## src/rtl/core/ipru_pkg.sv

```systemverilog
// shared types and constants of the integer pixel replication upscaler
package ipru_pkg;

  localparam int unsigned MaxWidthDef = 1024;
  localparam int unsigned MaxScaleDef = 16;

  localparam int unsigned ScaleW    = 5;
  localparam int unsigned SrcWidthW = 11;
  localparam int unsigned PixW      = 24;
  localparam int unsigned CfgAddrW  = 1;
  localparam int unsigned CfgDataW  = 11;
  localparam int unsigned InUserW   = 1;
  localparam int unsigned OutUserW  = 3;

  localparam logic [CfgAddrW-1:0] RegScale    = 1'b0;
  localparam logic [CfgAddrW-1:0] RegSrcWidth = 1'b1;

  typedef enum logic [1:0] {
    KIND_PIXEL = 2'd0,
    KIND_PAD   = 2'd1,
    KIND_ERROR = 2'd2
  } kind_e;

  typedef enum logic {
    OP_SOURCE = 1'b0,
    OP_REPLAY = 1'b1
  } op_e;

  // one accepted item as handed to the result sequencer
  typedef struct packed {
    logic              err;
    logic              use_mem;
    logic [ScaleW-1:0] pix_left;
    logic [1:0]        pad_left;
    logic              row_end;
  } job_t;

endpackage

```

## src/rtl/core/ipru_emit.sv

```systemverilog
// result sequencer: expands one item into pixel copies and zero pad results, or one error result
module ipru_emit
  import ipru_pkg::*;
(
  input  logic                clk_i,
  input  logic                rst_ni,
  input  logic                load_i,
  input  job_t                job_i,
  input  logic [PixW-1:0]     px_i,
  input  logic [PixW-1:0]     mem_px_i,
  output logic                free_o,
  output logic                m_axis_tvalid,
  input  logic                m_axis_tready,
  output logic [PixW-1:0]     m_axis_tdata,  // out_blue, out_green, out_red
  output logic [OutUserW-1:0] m_axis_tuser,  // kind[1:0], last[2]
  output logic                m_axis_tlast   // row_end
);

  logic            job_valid_q, job_valid_d;
  job_t            job_q, job_d;
  logic [PixW-1:0] px_q;

  logic            out_valid_q, out_valid_d;
  logic [PixW-1:0] out_data_q, out_data_d;
  kind_e           out_kind_q, out_kind_d;
  logic            out_last_q, out_last_d;
  logic            out_row_q, out_row_d;

  logic  advance;
  logic  cur_last;
  logic  cur_row;
  kind_e cur_kind;
  logic [PixW-1:0] cur_data;

  assign advance = job_valid_q && (!out_valid_q || m_axis_tready);

  // what the job shows this cycle
  always_comb begin
    cur_data = '0;
    if (job_q.err) begin
      cur_kind = KIND_ERROR;
      cur_last = 1'b1;
      cur_row  = 1'b0;
    end else if (job_q.pix_left != '0) begin
      cur_kind = KIND_PIXEL;
      cur_data = job_q.use_mem ? mem_px_i : px_q;
      cur_last = (job_q.pix_left == ScaleW'(1)) && (job_q.pad_left == 2'd0);
      cur_row  = cur_last && job_q.row_end;
    end else begin
      cur_kind = KIND_PAD;
      cur_last = (job_q.pad_left == 2'd1);
      cur_row  = cur_last;
    end
  end

  assign free_o = !job_valid_q || (advance && cur_last);

  always_comb begin
    job_valid_d = job_valid_q;
    job_d       = job_q;
    if (advance) begin
      if (cur_last) begin
        job_valid_d = 1'b0;
      end else if (job_q.pix_left != '0) begin
        job_d.pix_left = job_q.pix_left - ScaleW'(1);
      end else begin
        job_d.pad_left = job_q.pad_left - 2'd1;
      end
    end
    if (load_i) begin
      job_valid_d = 1'b1;
      job_d       = job_i;
    end
  end

  always_comb begin
    out_valid_d = out_valid_q;
    out_data_d  = out_data_q;
    out_kind_d  = out_kind_q;
    out_last_d  = out_last_q;
    out_row_d   = out_row_q;
    if (out_valid_q && m_axis_tready) begin
      out_valid_d = 1'b0;
    end
    if (advance) begin
      out_valid_d = 1'b1;
      out_data_d  = cur_data;
      out_kind_d  = cur_kind;
      out_last_d  = cur_last;
      out_row_d   = cur_row;
    end
  end

  always_ff @(posedge clk_i or negedge rst_ni) begin
    if (!rst_ni) begin
      job_valid_q <= 1'b0;
      out_valid_q <= 1'b0;
    end else begin
      job_valid_q <= job_valid_d;
      out_valid_q <= out_valid_d;
    end
  end

  always_ff @(posedge clk_i) begin
    job_q      <= job_d;
    out_data_q <= out_data_d;
    out_kind_q <= out_kind_d;
    out_last_q <= out_last_d;
    out_row_q  <= out_row_d;
    if (load_i) begin
      px_q <= px_i;
    end
  end

  assign m_axis_tvalid = out_valid_q;
  assign m_axis_tdata  = out_data_q;
  assign m_axis_tuser  = {out_last_q, out_kind_q};
  assign m_axis_tlast  = out_row_q;

`ifndef ASSERT_OFF
  a_load_when_free: assert property (@(posedge clk_i) disable iff (!rst_ni)
    load_i |-> free_o)
    else $error("item loaded over an unfinished job");

  a_job_not_empty: assert property (@(posedge clk_i) disable iff (!rst_ni)
    (job_valid_q && !job_q.err) |-> (job_q.pix_left != '0 || job_q.pad_left != 2'd0))
    else $error("live job has nothing left to emit");

  a_error_shape: assert property (@(posedge clk_i) disable iff (!rst_ni)
    (out_valid_q && out_kind_q == KIND_ERROR) |-> (out_last_q && !out_row_q))
    else $error("error result must be alone and not end a row");

  a_pad_zero: assert property (@(posedge clk_i) disable iff (!rst_ni)
    (out_valid_q && out_kind_q != KIND_PIXEL) |-> (out_data_q == '0))
    else $error("non-pixel result carries pixel bytes");

  a_row_end_last: assert property (@(posedge clk_i) disable iff (!rst_ni)
    (out_valid_q && out_row_q) |-> out_last_q)
    else $error("row end on a result that does not close its item");
`endif

endmodule

```

## config.mk

```make
export PLATFORM = sky130hd
export DESIGN_NAME = ipru_emit
export DESIGN_NICKNAME = d
export VERILOG_FILES = /design/src/rtl/core/ipru_pkg.sv /design/src/rtl/core/ipru_emit.sv
export SDC_FILE = /design/constraint.sdc
export NUM_CORES = 1
export LEC_CHECK = 0
export BUFFER_PORTS_ARGS = -buffer_cell sky130_fd_sc_hd__buf_2
export CORE_UTILIZATION = 35
export DETAILED_ROUTE_END_ITERATION = 8
export PLACE_DENSITY = 0.62
export SLEW_MARGIN = 20
export SYNTH_ARGS = -nofsm -noshare
export SYNTH_HDL_FRONTEND = slang
export SYNTH_SLANG_ARGS = --single-unit
```

## constraint.sdc

```tcl
create_clock -name clk_i -period 2.5 [get_ports clk_i]
set_clock_uncertainty 0.15 [all_clocks]
set_input_delay 0.5 -clock clk_i [delete_from_list [all_inputs] [get_ports clk_i]]
set_output_delay 0.5 -clock clk_i [all_outputs]
set_load 0.005 [all_outputs]
```

After elaboration in Yosys (flattened, before gate mapping)
Index checks and enable logic that the tools add are counted.

operators by class
  add/sub/neg operators = 2
  eq/ne operators = 4
  mux-type cells = 15
  bitwise gates (word level) = 1
  reduce and logical (&&, ||, !) cells = 19

operator list
  operator                                              count
  two-way mux 24 bit                                    1
  two-way mux 7 bit                                     2
  two-way mux 1 bit                                     9
  two-way mux 8 bit                                     1
  nonzero test 2 bit                                    4
  AND reduction 3 bit                                   2
  equality test 5 x 1 -> 1 bit (second input constant)  1
  logical AND 1 bit                                     5
  two-way mux 5 bit                                     1
  nonzero test 5 bit                                    1
  subtractor 5 x 1 -> 5 bit (second input constant)     1
  inequality test 2 bit (second input constant)         2
  equality test 2 x 1 -> 1 bit (second input constant)  1
  logical NOT 1 bit                                     2
  logical NOT 2 bit                                     1
  logical OR 1 bit                                      2
  two-way mux 2 bit                                     1
  AND reduction 2 bit                                   1
  OR reduction 2 bit                                    1
  subtractor 2 x 1 -> 2 bit (second input constant)     1
  NOT 1 bit                                             1

word-level totals
  register bits = 64
  output and inout bits = 30
  logic and storage cells = 53

Longest topological paths before layout
Gate-level depths: netlist (run 1).

  depth after elaboration = 7
  depth in mapped cells = 7
  depth with buffers taken out = 5

Worst setup path after synthesis (run 1)
OpenSTA, ideal clock, no wires.

  kind = input port to flip-flop
  start point = input port m_axis_tready
  end point = register job_q[3] (netlist name) (enable)
  library setup time = 0.304 ns
  data arrival time = 1.697 ns
  data required time = 2.046 ns
  path slack = 0.349 ns
  stages = 3
  cells stage by stage = nand2b_1 > and2_1 > a31o_2

on the way
  longest elaborated chain between the ends = 4

ends and longest elaborated chain
  what                                  RTL line          source
  from (decl)                           ipru_emit.sv:13   input logic m_axis_tready,
  logical OR 1 bit                      ipru_emit.sv:35   assign advance = job_valid_q && (!out_valid_q || m_axis_tready);
  logical AND 1 bit                     ipru_emit.sv:35
  net advance                           ipru_emit.sv:29   logic advance;
  nonzero test 2 bit (no source line)   -
  AND reduction 3 bit (no source line)  -
  to (signal assigned)                  ipru_emit.sv:105  job_q <= job_d;
  to (decl)                             ipru_emit.sv:20   job_t job_q, job_d;

The timed path passes the listed nets, and every way through them passes these cells.
A chain may end at the register's enable or synchronous reset.

Final worst setup path (run 1)
  start point = register job_q[3] (netlist name)
  end point = output port free_o

on the way
  longest elaborated chain between the ends = 6
  elaborated cells between the ends (all ways) = 7
  classes of those cells = 1 x eq/ne; 2 x mux; 4 x reduce/logical

ends and longest elaborated chain
  what                          RTL line         source
  equality test 5 x 1 -> 1 bit  ipru_emit.sv:47  cur_last = (job_q.pix_left == ScaleW'(1)) && (job_q.pad_left == 2'd0);
  logical AND 1 bit             ipru_emit.sv:47
  two-way mux 1 bit *           ipru_emit.sv:44  end else if (job_q.pix_left != '0) begin
  two-way mux 1 bit *           ipru_emit.sv:40  if (job_q.err) begin
  logical AND 1 bit *           ipru_emit.sv:56  assign free_o = !job_valid_q || (advance && cur_last);
  logical OR 1 bit *            ipru_emit.sv:56
  to (decl)                     ipru_emit.sv:11  output logic free_o,

Every way passes the cells marked *; elsewhere a longest branch is shown, timed or not.

==> flow_results.org, run 1 <==
** Clocking
- Max Buffers Root-to-Sink :: 2
- In this run, CTS created clock tree buffers numbering 9.
- After clock tree synthesis, the clock-pin slew on the worst setup and hold paths is 0.07 ns.
- TritonCTS built the clock tree.
- Total of cells resized after clock tree synthesis :: 0
- The clock net in this run drives a total of 64 sinks.
- Post-CTS timing repair inserted 0 buffers for setup.
- Worst-skew pair later-pin latency :: approximately 0.33 ns
- After clock tree synthesis, the flow added hold-fix buffers numbering 1.
- Clock Root Buffer :: clkbuf_8
- H-tree levels :: 3

** Finish
- 0 antenna diodes ended up in the layout.
- The final layout contains 334 nets.
- Of the cells placed in the final design, the portion with a size suffix greater than 1 is 0.4542.
- FILL cells :: 688
- Synth-to-Final Area Change :: 30.41%

** STA
- Clock period minus final worst setup slack :: approximately 2.3 ns
- In the finished design, the share of the clock period the worst path needs comes to 0.9239.
- Setup violations remaining at the end of the flow were counted as 0.
- In this run the tightest slew margin relative to its limit is 0.6429.
- Setup repair after global routing left no endpoint under its margin.
- Summed negative setup slack over all endpoints :: 0 ns
- Pins Over Slew Limit :: 0
- At the pin with the least slew margin, the transition time is 0.5357 ns.
- Final hold violation count :: 0
- Final hold analysis gives a worst-case slack of around 0.19 ns.
- Max Freq :: 432.9 MHz

** Power
- For this design the ratio of total power to cell area is 756.2 nW/um^2.
- Internal Dissipation :: 2.012 mW
- VDD sags by at most between 0.0002 and 0.0003 V.
- The share of total power dissipated in sequential elements is 0.519.
- Summed over all nets, the switching power comes to approximately 0.57 mW.
- Gate power share :: 0.118
- Of the total power, the clock network draws 0.363.
- In this run the static leakage power is around 1.5 nW.
- Of the total power, the share spent switching nets is 0.2217.

** Worst hold path
- The startpoint identified for the worst hold timing path is px_i[15].
- Worst Hold Class :: in2reg

** Floorplan
- The die covers 7839 um^2.
- After floorplanning, the core was divided into 31 placement rows.
- The initial utilization of the core area, before any placement, comes to 0.3614.
- Floorplan Core Area :: 7253 um^2
- From bottom edge to top edge, the die measures slightly below 90 um.
- Count of pins on the block boundary :: around 90
- Die Wd :: a little under 90 um

** Detailed routing
- Average routed wire per standard cell :: roughly 13 um
- The first routing iteration left 65 violations.
- Using the TritonRoute via totals, the vias-per-cell ratio works out to around 4.3.
- In the routed design, unresolved DRC markers number 0.
- Total wirelength of the detailed-routed design :: 4792 um
- Total vias in the final route :: between 1500 and 2000
- First-pass detailed-route iteration total :: 4
- The detail route stage leaves a number of antenna-violating nets equal to 0.

** Setup path
- Arrival @ worst endpoint :: ~1.7 ns
- Traced cell by cell, the critical path runs through inv_1 > ha_1 > nor2b_1 > a31oi_1 > a31oi_1 > buf_2.
- CP dominant cell by count :: a31oi_1
- At the worst endpoint, the required time is between 1.5 and 2 ns.
- Category of cells accounting for the largest share of critical-path delay :: flip-flops
- Of all nets on the critical path, the largest fanout is 5.
- The worst setup path is launched from a register.
- Worst setup path category :: reg2out
- Worst Setup SP :: job_q[3]
- CP max-delay cell :: edfxtp_1
- Reg2reg start :: job_q[3]
- Longest individual stage delay on the worst path :: between 0.3 and 0.4 ns
- The number of buffers and inverters on the critical path is 2.
- The worst setup path is captured at a primary output.

** Synth
- Fraction of the mapped netlist area in simple logic gates :: 0.08353
- For this run, the register share of the synthesized area comes to 0.7294.
- Count of distinct cell types in the synthesized netlist :: 30
- Count of warnings emitted by yosys :: 0
- Main combinational cell family by area after synthesis :: multiplexers
- Counting every net in the synthesized netlist gives roughly 230.
- Number of synthesized register bits :: between 60 and 70
- Of the total synthesized cell area, the portion taken by XOR and XNOR cells is 0.01002.
- Of the total synthesized cell area, the portion taken by full adders, half adders and majority gates is 0.01909.
- Compound-Gate Fraction of Synth Area :: 0.02864
- Mux share of post-synthesis cell area :: 0.09594
- Post-Synthesis Mean Instance Area :: approximately 16 um^2
- Synthesis produced 166 cells.
- Netlist Area Pre-Place :: ~2600 um^2

** Global routing
- The first global-routing pass estimated 7245 um of wire.
- The via count of the first global-routing pass was between 1500 and 2000.
- Initial antenna violation count :: 0
- Entering global routing, the biggest net connects 29 pins.
- Grt total ovfl :: 0
- Global Route Usage Sum :: 0.1314

** Outcome
- The flow ran to the end, and the final reports show no timing, DRC or antenna violations.

** Place
- The wire-length estimate of the detail-placed layout is approximately 3600 um.
- Placer congestion estimate :: 0.7105
- In this run the tool buffered the top-level ports with 91 buffer cells.

** Run
- Across the run, the number of max-cap violations was 0.
## metal layers
metal	up-vias	part of all wire	global-route usage
li1	812	-	-
met1	736	0.41	0.1507
met2	57	0.50	0.2140
met3	12	0.051	0.03731
met4	0	0.033	0.08944
met5	-	0	0
## final timing paths
check	endpoint	slack [ns]	cells past startpoint
min in group asynchronous	m_axis_tvalid	0.35	2
min	px_q[15]	0.19	1
max in group asynchronous	job_valid_q	1.76	2
min reg2reg	m_axis_tvalid	0.38	2
max	free_o	0.19	6
max reg2reg	m_axis_tdata[3]	0.34	6
## state kept, by name, indices dropped and copies added (netlist names)
name	cells
job_valid_q	1
px_q	24
job_q	10
out_last_q	1
out_kind_q	2
m_axis_tdata	24
m_axis_tvalid	1
m_axis_tlast	1
## power by group through the flow
| stage | Sequential (mW) | Combinational, mW | Clock [mW] |
|---|---|---|---|
| 2_1_floorplan | 1.37 | 0.159 | 0 |
| 3_3_place_gp | 1.36 | 0.306 | 0 |
| 3_5_place_dp | 1.37 | 0.310 | 0 |
| 4_1_cts | 1.34 | 0.312 | 0.963 |
| 5_1_grt | 1.35 | 0.344 | 1.01 |
| 6_report | 1.34 | 0.304 | 0.938 |
## metrics by stage
step                      utilization  total power, mW  worst slack, ns  std cells  cell area, um^2
final                          0.4713            2.585           0.1902        372             3418
after global routing           0.4713            2.710          0.06156        372             3418
after CTS                      0.4713            2.619           0.1604        372             3418
after detailed placement       0.4407            1.677           0.3359        355             3197
after global placement         0.4407            1.668           0.4166        355             3197
after floorplan                     -            1.528           0.3494        166             2621
## cells by family after synthesis
| group | Yosys count |
|---|---|
| flops | 64 |
| mux | 25 |
| buf+inv | 13 |
| simple gates | 45 |
| compound gates | 12 |
| xor+xnor | 3 |
| fa+ha+maj | 4 |
## Yosys cell counts
library cell / instances / area [um^2]
nor2b_1: 1 / 6.260
nand2b_2: 1 / 8.760
a311o_1: 1 / 10.01
a31oi_1: 2 / 12.51
nand4_1: 1 / 6.260
ha_1: 4 / 50.05
dfrtp_1: 2 / 50.05
buf_4: 1 / 7.510
clkbuf_1: 1 / 3.750
mux2i_1: 24 / 240.2
xnor2_1: 2 / 17.52
nor3_1: 2 / 10.01
a31o_2: 2 / 17.52
nor2_2: 7 / 43.79
inv_1: 5 / 18.77
or4b_4: 1 / 13.76
nand2b_1: 1 / 6.260
edfxtp_1: 62 / 1862
nand3_1: 1 / 5.000
and2_1: 1 / 6.260
buf_12: 1 / 20.02
buf_6: 2 / 22.52
nor2_1: 20 / 75.07
buf_2: 3 / 15.01
a21oi_1: 1 / 5.000
nor3b_1: 1 / 7.510
mux2_2: 1 / 11.26
nand2_1: 8 / 30.03
o21ai_0: 6 / 30.03
xor2_1: 1 / 8.760
## cells in the final DEF (no fill, tap or decap), types with 2 or more instances in the layout
master	Yosys	routed
a31o_2	2	2
a31oi_1	2	2
buf_2	3	91
buf_4	1	6
bufinv_16	0	2
clkbuf_8	0	9
clkinvlp_4	0	2
dfrtp_1	2	2
edfxtp_1	62	62
ha_1	4	4
inv_1	5	5
mux2i_1	24	24
nand2_1	8	8
nor2_1	20	20
nor2_2	7	7
nor3_1	2	2
o21ai_0	6	6
xnor2_1	2	2
## layout make-up
cell class	instances	area [um^2]	area share
Clock inverter	6	83.83	0.02452
Inverter	5	18.77	0.005490
Timing Repair Buffer	99	530.5	0.1552
Sequential cell	64	1912	0.5593
Tap cell	99	123.9	0.03624
Clock buffer	10	127.6	0.03734
Multi-Input combinational cell	89	621.8	0.1819
Power figures use the tool's default switching activity.
==> run 2, diff against run 1 <==
--- a/config.mk
+++ b/config.mk
@@ -6,6 +6,8 @@
 export NUM_CORES = 1
 export LEC_CHECK = 0
 export BUFFER_PORTS_ARGS = -buffer_cell sky130_fd_sc_hd__buf_2
+export CORE_ASPECT_RATIO = 0.75
+export CORE_MARGIN = 4
 export CORE_UTILIZATION = 35
 export DETAILED_ROUTE_END_ITERATION = 8
 export PLACE_DENSITY = 0.62
==> flow_results.org, run 2 (synthesis results as in run 1) <==
** Global routing
- Grt total ovfl :: 0
- Global Route Usage Sum :: 0.1193
- Initial antenna violation count :: 0
- The via count of the first global-routing pass is roughly 1600.
- The first global-routing pass estimated approximately 8100 um of wire.
- Maximum number of pins on one net before global-route repair :: 25

** Setup path
- Worst Setup End Kind :: primary output
- Cell breakdown of the critical path :: nor3_2 > nand3_1 > a31oi_1 > buf_2
- The worst setup path is launched from a register.
- For the worst setup path, the data arrival time is ~1.6 ns.
- CP max-delay cell :: edfxtp_1
- Biggest fanout along the worst timing path :: 5
- Longest individual stage delay on the worst path :: 0.48 ns
- Worst setup path category :: reg2out
- Worst endpoint required time :: around 1.9 ns

** Clocking
- Buffers inserted during clock tree synthesis total 9.
- In this run the clock root is driven by a clkbuf_8.
- The H-tree was split into 3 levels.
- Max Buffers Root-to-Sink :: 2
- After clock tree synthesis, the clock-pin slew on the worst setup and hold paths is approximately 0.070 ns.
- Sink Count :: 64
- Clock latency on the worst-skew pair, taken at its later pin, is 0.33 ns.
- TritonCTS built the clock tree.

** Finish
- # nets final :: ~330
- The repair_antennas step left the layout with diodes totalling 0.
- The library cells used most frequently in the layout, excluding fill and tap cells, are 91 x buf_2, 62 x edfxtp_1, 24 x mux2i_1.
- The area growth from synthesis to layout is 31.07%.
- In the final layout, the share of cells above drive strength 1 is 0.4579.
- Most frequent standard cell in the layout excluding fill and tap cells :: buf_2
- After routing the design area is around 3400 um^2.

** Floorplan
- Count of pins on the block boundary :: between 90 and 100
- Initial core utilization :: 0.3592
- Cell Rows :: 27
- Floorplan Core Area :: around 7300 um^2
- The floorplan step set the die width to ~110 um.
- Die outline height :: roughly 83 um
- Overall die area :: between 8000 and 9000 um^2

** Place
- The placed instances occupy a cell area of around 3200 um^2.
- Placer congestion estimate :: 0.7379
- Before CTS, the worst setup slack after placement is about 0.47 ns.
- The count of buffers added on input and output ports is a little over 90.
- Total half-perimeter wirelength after legalization and detailed placement :: about 3700 um

** STA
- Final hold violation count :: 0
- Max Freq :: 437.0 MHz
- Setup violations remaining at the end of the flow were counted as 0.
- Once routing completed, OpenROAD measured the worst setup slack at about 0.21 ns.
- For the pin with the worst max-slew slack, the measured transition is roughly 0.41 ns.
- RSZ-0062 raised after global routing :: false
- Pins Over Slew Limit :: 0
- Summed over all failing endpoints, the final setup total negative slack is 0 ns.
- Clock period minus final worst setup slack :: 2.289 ns
- Headroom to the max-slew limit came out at 0.7298.
- Worst hold slack across all endpoints :: between 0.15 and 0.2 ns
- Final clock period utilization by the worst path :: 0.9154

** Power
- In this run the static leakage power is between 1 and 1.5 nW.
- Worst vdd rail ir drop :: around 0.00036 V
- Power per cell area :: about 800 nW/um^2
- After layout, the design draws a total of around 2.7 mW.

** Worst hold path
- Worst Hold Class :: in2reg

** Detailed routing
- After detailed routing, the average wire length per cell comes to 13.66 um.
- For this run, design rule violations remaining after detail routing come to 0.
- Routed via count divided by cell count :: roughly 4.3
- Wires add up to 5110 um.
- First-pass detailed-route iteration total :: 4
- Total vias in the final route :: between 1500 and 2000
- In this run, the number of DRC markers left after iteration 0 of detailed routing was 37.
- The count of nets left with antenna violations once routing finished came out at 0.

** Run
- Number of maximum-capacitance violations :: 0

** Outcome
- The flow ran to the end, and the final reports show no timing, DRC or antenna violations.
[run 2: changes by cell type in the layout (fill, tap and decap cells not counted), sizes merged]
cell / change
bufinv: +1
clkbuf: -1
clkinv: +1
clkinvlp: -1
[run 2: layer usage]
| metal | GRT usage | up-vias | share of wire |
|---|---|---|---|
| met4 | 0.03440 | 0 | 0.0092 |
| met5 | 0 | - | 0 |
| li1 | - | 808 | - |
| met2 | 0.1907 | 57 | 0.48 |
| met1 | 0.1390 | 732 | 0.42 |
| met3 | 0.06371 | 6 | 0.096 |
[run 2: per-stage QoR]
stage	utilization	instances
final	0.4709	374
after global routing	0.4709	374
after CTS	0.4702	374
after detailed placement	0.4367	357
after global placement	0.4367	357
after floorplan	-	166
[run 2: what timing repair did]
| action | CTS | global route |
|---|---|---|
| setup endpoints to repair | 0 | 1 |
| hold endpoints to repair | 2 | 0 |
| buffers inserted | 0 | 0 |
| hold buffers | 1 | 0 |
| resized for setup | 0 | 1 |
[run 2: power by group]
part	internal [mW]	leakage, nW	switching (mW)
logic	0.145	0.728	0.156
clock network	0.653	0.114	0.377
registers	1.31	0.636	0.0382
[run 2: final timing paths]
check | start | end | slack, ns | depth (start not counted)
worst max-delay path | job_q[5] | free_o | 0.21 | 4
worst min-delay path | px_i[3] | px_q[3] | 0.19 | 1
worst max register to register | job_q[3] | m_axis_tdata[10] | 0.48 | 6
worst min register to register | m_axis_tvalid | m_axis_tvalid | 0.38 | 2
max in group asynchronous | rst_ni | job_valid_q | 1.77 | 2
min in group asynchronous | rst_ni | m_axis_tvalid | 0.34 | 2
[run 2: layout make-up]
| cell class | instances | area [um^2] |
|---|---|---|
| fillers | 698 | 3861 |
| flip-flops and latches | 64 | 1912 |
| multi-input cells | 89 | 626.9 |
| repair buffers | 99 | 518.0 |
| well taps | 101 | 126.4 |
| clock buffers | 9 | 123.9 |
| clock inverters | 7 | 110.1 |
| inverters | 5 | 18.77 |
[run 2: worst max-delay path, delay by kind of cell, from the launching register on]
kind | cells | cell delay [ns]
DFF | 1 | 0.48
AOI/OAI and AO/OA | 1 | 0.21
buffers and inverters | 1 | 0.14
and+or+nand+nor | 2 | 0.48
